`src/rtl/core/bspa_pkg.sv`:
```
// Package for the bitmap slot pool allocator: sizes, command and status
// codes, controller states, control struct and priority search functions.
// No dependencies.
`default_nettype none

package bspa_pkg;

  // Pool geometry
  localparam int NUM_BLOCKS      = 16;
  localparam int SLOTS_PER_BLOCK = 64;
  localparam int BLOCK_W         = 4;
  localparam int BIT_W           = 6;
  localparam int SLOT_W          = BLOCK_W + BIT_W;
  // Blocks reachable through the slot number field
  localparam int FIELD_BLOCKS    = 1 << BLOCK_W;
  localparam int LIVE_BLOCKS     = (NUM_BLOCKS < FIELD_BLOCKS) ? NUM_BLOCKS : FIELD_BLOCKS;

  localparam int IN_DATA_W  = 16;
  localparam int OUT_DATA_W = 16;

  typedef logic [SLOTS_PER_BLOCK-1:0] word_t;

  typedef enum logic [1:0] {
    CMD_ALLOC = 2'd0,
    CMD_FREE  = 2'd1,
    CMD_CLEAR = 2'd2,
    CMD_NONE  = 2'd3
  } cmd_t;

  typedef enum logic [1:0] {
    ST_OK       = 2'd0,
    ST_FULL     = 2'd1,
    ST_NOT_LIVE = 2'd2,
    ST_UNUSED   = 2'd3
  } status_t;

  typedef enum logic {
    S_IDLE,
    S_UPDATE
  } state_t;

  // Controller to datapath commands
  typedef struct packed {
    logic accept;   // latch the transaction and start the bitmap read
    logic commit;   // write back the bitmap and load the result register
  } ctrl_t;

  // Index of the lowest clear bit of a bitmap word
  function automatic logic [BIT_W-1:0] lowest_clear(input word_t w);
    logic [BIT_W-1:0] idx;
    idx = '0;
    for (int i = SLOTS_PER_BLOCK - 1; i >= 0; i--) begin
      if (!w[i]) idx = BIT_W'(i);
    end
    return idx;
  endfunction

  // Index of the lowest block whose full flag is clear
  function automatic logic [BLOCK_W-1:0] lowest_open(input logic [NUM_BLOCKS-1:0] f);
    logic [BLOCK_W-1:0] idx;
    idx = '0;
    for (int i = LIVE_BLOCKS - 1; i >= 0; i--) begin
      if (!f[i]) idx = BLOCK_W'(i);
    end
    return idx;
  endfunction

endpackage

`default_nettype wire

```
`src/rtl/core/bitmap_slot_pool_allocator.sv`:
```
// Bitmap slot pool allocator: 16 blocks of 64 slots, allocate lowest free
// slot, free a slot, clear the pool. Each command gives one result.
// Accept latches the transaction and reads its bitmap word; commit writes
// the word back and loads the result register once that register is free.
// Commands wait for the previous commit; a held result stalls the write-back.
// Reset (synchronous, active high) empties the pool at once through the
// per-block flags; no clearing pass. Depends on bspa_pkg, bspa_ctrl, bspa_dpath.
`default_nettype none

module bitmap_slot_pool_allocator
  import bspa_pkg::*;
(
  input  wire logic                  clk,
  input  wire logic                  rst,
  input  wire logic                  s_tvalid,
  output logic                       s_tready,
  input  wire logic [IN_DATA_W-1:0]  s_tdata,   // [1:0] cmd, [11:2] slot_index, rest zero
  output logic                       m_tvalid,
  input  wire logic                  m_tready,
  output logic      [OUT_DATA_W-1:0] m_tdata    // [9:0] slot_out, [11:10] status,
                                                // [12] block_emptied, rest zero
);

  ctrl_t ctrl;

  bspa_ctrl u_ctrl (
    .clk      (clk),
    .rst      (rst),
    .s_tvalid (s_tvalid),
    .s_tready (s_tready),
    .m_tvalid (m_tvalid),
    .m_tready (m_tready),
    .ctrl     (ctrl)
  );

  bspa_dpath u_dpath (
    .clk      (clk),
    .rst      (rst),
    .ctrl     (ctrl),
    .in_data  (s_tdata),
    .out_data (m_tdata)
  );

endmodule

`default_nettype wire

```
`src/rtl/core/bspa_ctrl.sv`:
```
// Controller for the bitmap slot pool allocator: two-state sequencer and
// result valid register. Depends on bspa_pkg.
`default_nettype none

module bspa_ctrl
  import bspa_pkg::*;
(
  input  wire logic  clk,
  input  wire logic  rst,
  input  wire logic  s_tvalid,
  output logic       s_tready,
  output logic       m_tvalid,
  input  wire logic  m_tready,
  output ctrl_t      ctrl
);

  state_t state, state_next;
  logic   out_valid, out_valid_next;

  // State and result valid registers
  always_ff @(posedge clk) begin
    if (rst) begin
      state     <= S_IDLE;
      out_valid <= 1'b0;
    end else begin
      state     <= state_next;
      out_valid <= out_valid_next;
    end
  end

  // Next state and commands
  always_comb begin
    state_next     = state;
    out_valid_next = out_valid;
    s_tready       = 1'b0;
    ctrl           = '0;
    if (out_valid && m_tready) out_valid_next = 1'b0;
    case (state)
      S_IDLE: begin
        // refuse transactions while reset is held
        if (!rst) begin
          s_tready    = 1'b1;
          ctrl.accept = s_tvalid;
          if (s_tvalid) state_next = S_UPDATE;
        end
      end
      S_UPDATE: begin
        // hold until the result register is free
        if (!out_valid || m_tready) begin
          ctrl.commit    = 1'b1;
          out_valid_next = 1'b1;
          state_next     = S_IDLE;
        end
      end
      default: state_next = S_IDLE;
    endcase
  end

  assign m_tvalid = out_valid;

endmodule

`default_nettype wire

```
`src/rtl/core/bspa_dpath.sv`:
```
// Datapath for the bitmap slot pool allocator: bitmap memory, per-block
// full and occupied flags, bit search, update and result register.
// Depends on bspa_pkg.
`default_nettype none

module bspa_dpath
  import bspa_pkg::*;
(
  input  wire logic                   clk,
  input  wire logic                   rst,
  input  wire ctrl_t                  ctrl,
  input  wire logic [IN_DATA_W-1:0]   in_data,
  output logic      [OUT_DATA_W-1:0]  out_data
);

  // Bitmap memory; an entry is meaningful only while its block is occupied
  word_t mem [NUM_BLOCKS];

  logic [NUM_BLOCKS-1:0] full, full_next;
  logic [NUM_BLOCKS-1:0] occupied, occupied_next;

  // Transaction held between accept and commit
  cmd_t               cmd;
  logic [SLOT_W-1:0]  slot;
  logic [BLOCK_W-1:0] blk;
  logic               none_open;
  word_t              rdata;

  // Result register
  logic [SLOT_W-1:0]  res_slot;
  status_t            res_status;
  logic               res_emptied;

  cmd_t               in_cmd;
  logic [SLOT_W-1:0]  in_slot;
  logic [BLOCK_W-1:0] sel_blk;

  word_t              cur_word;
  word_t              new_word;
  logic [BIT_W-1:0]   bit_pos;
  logic               do_write;
  logic [SLOT_W-1:0]  slot_val;
  status_t            status_val;
  logic               emptied_val;

  assign in_cmd  = cmd_t'(in_data[1:0]);
  assign in_slot = in_data[SLOT_W+1:2];

  // Pick the block: lowest open block for allocate, the slot's block otherwise
  always_comb begin
    if (in_cmd == CMD_ALLOC) sel_blk = lowest_open(full);
    else                     sel_blk = in_slot[SLOT_W-1:BIT_W];
  end

  // Latch the transaction and read the bitmap word
  always_ff @(posedge clk) begin
    if (ctrl.accept) begin
      cmd       <= in_cmd;
      slot      <= in_slot;
      blk       <= sel_blk;
      none_open <= &full[LIVE_BLOCKS-1:0];
      rdata     <= mem[sel_blk];
    end
  end

  // Compute the new word and the result
  always_comb begin
    cur_word      = occupied[blk] ? rdata : '0;
    new_word      = cur_word;
    bit_pos       = '0;
    do_write      = 1'b0;
    slot_val      = '0;
    status_val    = ST_OK;
    emptied_val   = 1'b0;
    full_next     = full;
    occupied_next = occupied;
    case (cmd)
      CMD_ALLOC: begin
        if (none_open) begin
          status_val = ST_FULL;
        end else begin
          bit_pos            = lowest_clear(cur_word);
          new_word           = cur_word | (word_t'(1) << bit_pos);
          do_write           = 1'b1;
          slot_val           = {blk, bit_pos};
          occupied_next[blk] = 1'b1;
          full_next[blk]     = &new_word;
        end
      end
      CMD_FREE: begin
        bit_pos  = slot[BIT_W-1:0];
        slot_val = slot;
        if (({1'b0, blk} >= (BLOCK_W+1)'(LIVE_BLOCKS)) || !occupied[blk]) begin
          status_val = ST_NOT_LIVE;
        end else begin
          new_word           = cur_word & ~(word_t'(1) << bit_pos);
          do_write           = 1'b1;
          emptied_val        = ~|new_word;
          occupied_next[blk] = |new_word;
          full_next[blk]     = 1'b0;
        end
      end
      CMD_CLEAR: begin
        full_next     = '0;
        occupied_next = '0;
      end
      default: ;
    endcase
  end

  // Flags
  always_ff @(posedge clk) begin
    if (rst) begin
      full     <= '0;
      occupied <= '0;
    end else if (ctrl.commit) begin
      full     <= full_next;
      occupied <= occupied_next;
    end
  end

  // Write back the bitmap word
  always_ff @(posedge clk) begin
    if (ctrl.commit && do_write) mem[blk] <= new_word;
  end

  // Load the result
  always_ff @(posedge clk) begin
    if (ctrl.commit) begin
      res_slot    <= slot_val;
      res_status  <= status_val;
      res_emptied <= emptied_val;
    end
  end

  assign out_data = {{(OUT_DATA_W-SLOT_W-3){1'b0}}, res_emptied, res_status, res_slot};

endmodule

`default_nettype wire
```
`config.mk`:
```
export PLATFORM = sky130hd
export DESIGN_NAME = bitmap_slot_pool_allocator
export DESIGN_NICKNAME = d
export VERILOG_FILES = /design/src/rtl/core/bspa_pkg.sv /design/src/rtl/core/bitmap_slot_pool_allocator.sv /design/src/rtl/core/bspa_ctrl.sv /design/src/rtl/core/bspa_dpath.sv
export SDC_FILE = /design/constraint.sdc
export NUM_CORES = 2
export LEC_CHECK = 0
export BUFFER_PORTS_ARGS = -buffer_cell sky130_fd_sc_hd__buf_2
export CORE_ASPECT_RATIO = 0.9
export CORE_UTILIZATION = 60
export DETAILED_ROUTE_END_ITERATION = 10
export HOLD_SLACK_MARGIN = 0.05
export PLACE_DENSITY = 0.78
export SETUP_SLACK_MARGIN = 0.2
export SYNTH_ARGS = -nofsm -noshare
export SYNTH_HDL_FRONTEND = slang
export SYNTH_SLANG_ARGS = --single-unit
```
`constraint.sdc`:
```
create_clock -name clk -period 15.16 [get_ports clk]
set_input_delay 3.79 -clock clk [delete_from_list [all_inputs] [get_ports clk]]
set_output_delay 3.79 -clock clk [all_outputs]
set_load 0.005 [all_outputs]
```
==> results.sh <==
export IMPL_status="completed"
export IMPL_holdWs_ns=0.5171
export IMPL_grt_use_met1_pct=48.84
export IMPL_vias=32130
export IMPL_nFillCells=5410
export IMPL_setup_tns_ns=0
export IMPL_cts_buffers=106
export IMPL_grt_overflow_total=0
export IMPL_grt_pass1_vias=30870
export IMPL_die_w_um=305.4
export IMPL_yosys_warnings=0
export IMPL_finalPower_mw=6.593
export IMPL_drtIter0Drc=4696
export IMPL_clock_skew_final_ns=0.04556
export IMPL_syn_area_per_cell_um2=14.37
export IMPL_detailed_place_hpwl_mm=84.91
export IMPL_diodes=0
export IMPL_clkLatencyLatePin_ns=0.70
export IMPL_max_cap_viol_count=0
export IMPL_synth_edf_count=1118
export IMPL_core_area_mm2=0.08151
export IMPL_ir_worst_vdd_uv=143.7
export IMPL_slowest_delay_ns=0.51
export IMPL_required_ns=11.37
export IMPL_synth_ff_type="edfxtp_1"
export IMPL_path_max_fanout=36
export IMPL_wire_per_inst_um=31.35
export IMPL_place_area_mm2=0.05094
export IMPL_cts_sinks=1152
export IMPL_cts_setup_buffers=0
export IMPL_ys_async_sr_fraction_pct=0
export IMPL_path_clk_slew_ns=0.06
export IMPL_cts_hold_buf=0
export IMPL_fmax_ghz=0.1194
export IMPL_crit_buf_inv=2
export IMPL_power_density_mw_per_mm2=121.3
export IMPL_slew_headroom_pct=7.700
export IMPL_path_class="in -> out"
export IMPL_totalWireLength_mm=143.3
export IMPL_cts_resized=0
export IMPL_synth_area_mm2=0.04971
export IMPL_finalHoldViolations=0
export IMPL_cts_tree="yes"
export IMPL_grt_use_met2_pct=52.73
export IMPL_grt_max_degree=145
export IMPL_period_minus_slack_ns=8.373
export IMPL_gr_usage_all_layers_pct=33.97
export IMPL_drive_gt1_share_pct=11.73
export IMPL_seq_area_mm2=0.03425
export IMPL_p_comb_share_pct=6.5
export IMPL_fp_dieH_um=275.1
export IMPL_multi_input_area_mm2=0.01439
export IMPL_use_met3_pct=5.870
export IMPL_rows=99
export IMPL_power_leakage_nw=17.34
export IMPL_dr_pass1_iters=6
export IMPL_clk_path_buf_depth=3
export IMPL_synth_cells=3460
export IMPL_slowest_stage="buf_2"
export IMPL_finalCritPeriodShare_pct=55.23
export IMPL_rsz0062_at_grt="false"
export IMPL_nets=3451
export IMPL_htree_num_levels=3
export IMPL_cts_root_buf="clkbuf_16"
export IMPL_ant_nets=0
export IMPL_drcViolationCount=0
export IMPL_viasPerCell=7.027
export IMPL_crit_path_frequent_cell="buf_2"
export IMPL_tightestPinTransition_ns=1.384
export IMPL_critical_path_top_delay_family="buffers and inverters"
export IMPL_io_pins=38
export IMPL_ys_ff_latch=1152
export IMPL_pwr_share_clk_pct=39.3
export IMPL_swShare_pct=22.48
export IMPL_gp_congestion=1.044
export IMPL_arrival_ns=4.58
export IMPL_ys_seq_area_share_pct=68.91
export IMPL_top_usage_layer="met2"
export IMPL_netSwitchingPower_mw=1.482
export IMPL_grt_pass1_wl_mm=206.1
export IMPL_cp_start_kind="input pin"
export IMPL_internal_power_mw=5.110
export IMPL_final_area_mm2=0.05433
export IMPL_antenna_found_initial=4
export IMPL_hp_class="reg -> reg"
export IMPL_start_util_pct=60.99
export IMPL_seqPwrFrac_pct=54.2
export IMPL_ys_types=98
export IMPL_die_area_mm2=0.08401
export IMPL_setup_viol=0
export IMPL_cp_end_kind="output pin"
export IMPL_drv_slew=0
export IMPL_io_buffer_count=30
export IMPL_area_growth_pct=9.300
export IMPL_crit_path_cell_trace="buf_2 -> nor2_1 -> buf_2"
## power by group through the flow
stage | sequential [mW] | combinational [mW] | clock (mW)
final | 3.57 | 0.428 | 2.59
after global routing | 3.57 | 0.457 | 2.73
after CTS | 3.57 | 0.422 | 2.61
after detailed placement | 3.64 | 0.419 | 0
after global placement | 3.63 | 0.402 | 0
after floorplan | 3.60 | 0.306 | 0
## synthesized netlist by cell type (all sizes together), types with 4 or more instances
cell type | instances | area (um2)
dfxtp | 34 | 680.7
a22o | 4 | 35.03
nor3b | 6 | 45.04
o31a | 69 | 604.3
o21ai | 155 | 817.0
inv | 31 | 116.4
buf | 83 | 422.9
a2111oi | 7 | 98.85
o32ai | 6 | 52.55
a211oi | 155 | 1199
and2 | 141 | 884.6
clkbuf | 179 | 674.4
o21bai | 6 | 45.04
mux2i | 265 | 2653
a22oi | 5 | 42.54
o2111ai | 5 | 43.79
a211o | 4 | 43.80
nor4 | 13 | 87.58
nand3b | 18 | 135.1
o21a | 6 | 45.04
a21boi | 9 | 71.32
mux4 | 64 | 1441
edfxtp | 1118 | 33570
or2 | 6 | 37.54
a31oi | 10 | 62.56
a21o | 4 | 30.03
nor2 | 98 | 372.9
nand4 | 41 | 277.8
nor3 | 35 | 185.2
nand3 | 71 | 422.9
or3 | 6 | 42.54
nand2 | 423 | 1588
o22ai | 69 | 431.7
nand2b | 14 | 87.58
a311oi | 130 | 1145
and3 | 16 | 100.1
o211ai | 25 | 187.7
nor2b | 22 | 137.6
or4 | 5 | 45.04
and4 | 7 | 61.31
a21oi | 54 | 270.3
## kinds of logic after synthesis
group	share of synthesized area (%)
fa+ha+maj	0.07552
mux	8.258
flops	68.91
buf+inv	2.442
other cells	0.007544
compound gates	11.18
simple gates	9.132
## final timing paths
path	cells past startpoint	slack, ns	from	endpoint
worst max-delay path	3	6.79	rst	s_tready
worst min-delay path	2	0.52	flop	flop
worst max register to register	10	9.47	u_dpath.blk[3]	u_dpath.mem[11][0]
worst min register to register	2	0.52	flop	flop
## cell type report
class,count,share of cell area [%]
clock buffers,132,5.101
clock inverters,60,1.142
inverters,31,0.2418
multi-input cells,2017,26.49
flip-flops and latches,1152,63.04
well taps,1060,2.441
repair buffers,120,1.543
## through the flow
step	utilization [%]	instances	worst slack, ns
3_3_place_gp	62.50	4380	6.854
2_1_floorplan	-	3462	6.878
4_1_cts	66.66	4572	6.846
5_1_grt	66.66	4572	6.750
6_report	66.66	4572	6.787
3_5_place_dp	62.50	4380	6.833
## registers in the layout (all words and copies together), names as in the netlist, named ones only
name,cells
u_dpath.blk,4
u_ctrl.state,1
u_dpath.slot,10
u_dpath.res_status,2
u_dpath.occupied,16
u_dpath.none_open,1
u_dpath.res_emptied,1
u_dpath.mem,1024
u_ctrl.m_tvalid,1
u_dpath.res_slot,10
u_dpath.rdata,64
u_dpath.cmd,2
## cell usage in the layout, fill, tap and decap left out, types with 16 or more instances in the layout
cell type / n
nand4_1: 39
a311oi_1: 129
inv_1: 29
dfxtp_1: 34
nor2b_1: 22
clkbuf_16: 107
o22ai_1: 69
o31a_1: 66
a21oi_1: 54
mux4_2: 64
edfxtp_1: 1118
buf_2: 30
nor2_1: 80
nand3_1: 59
buf_4: 89
o21ai_0: 136
clkinv_1: 20
mux2i_1: 265
o211ai_1: 25
and3_1: 16
nor2_4: 16
and2_1: 139
a211oi_1: 151
nand2_1: 423
nor3_1: 33
clkbuf_1: 25
clkinv_2: 17
nand3b_1: 18
## layer usage
| layer | part of all wire (%) | wire (um) | vias to the layer above |
|---|---|---|---|
| met5 | 0.0077 | 11 | - |
| met4 | 3.6 | 5169 | 2 |
| met3 | 9.8 | 14000 | 339 |
| met2 | 46 | 65820 | 1967 |
| met1 | 41 | 58340 | 16310 |
| li1 | - | - | 13510 |
## worst min-delay path: cells and delay by family, from the launching register on
kind            cells  cell delay [ns]
compound gates      1             0.05
flops               1             0.33
simple gates        1             0.10
(Power assumes the default switching activity.)
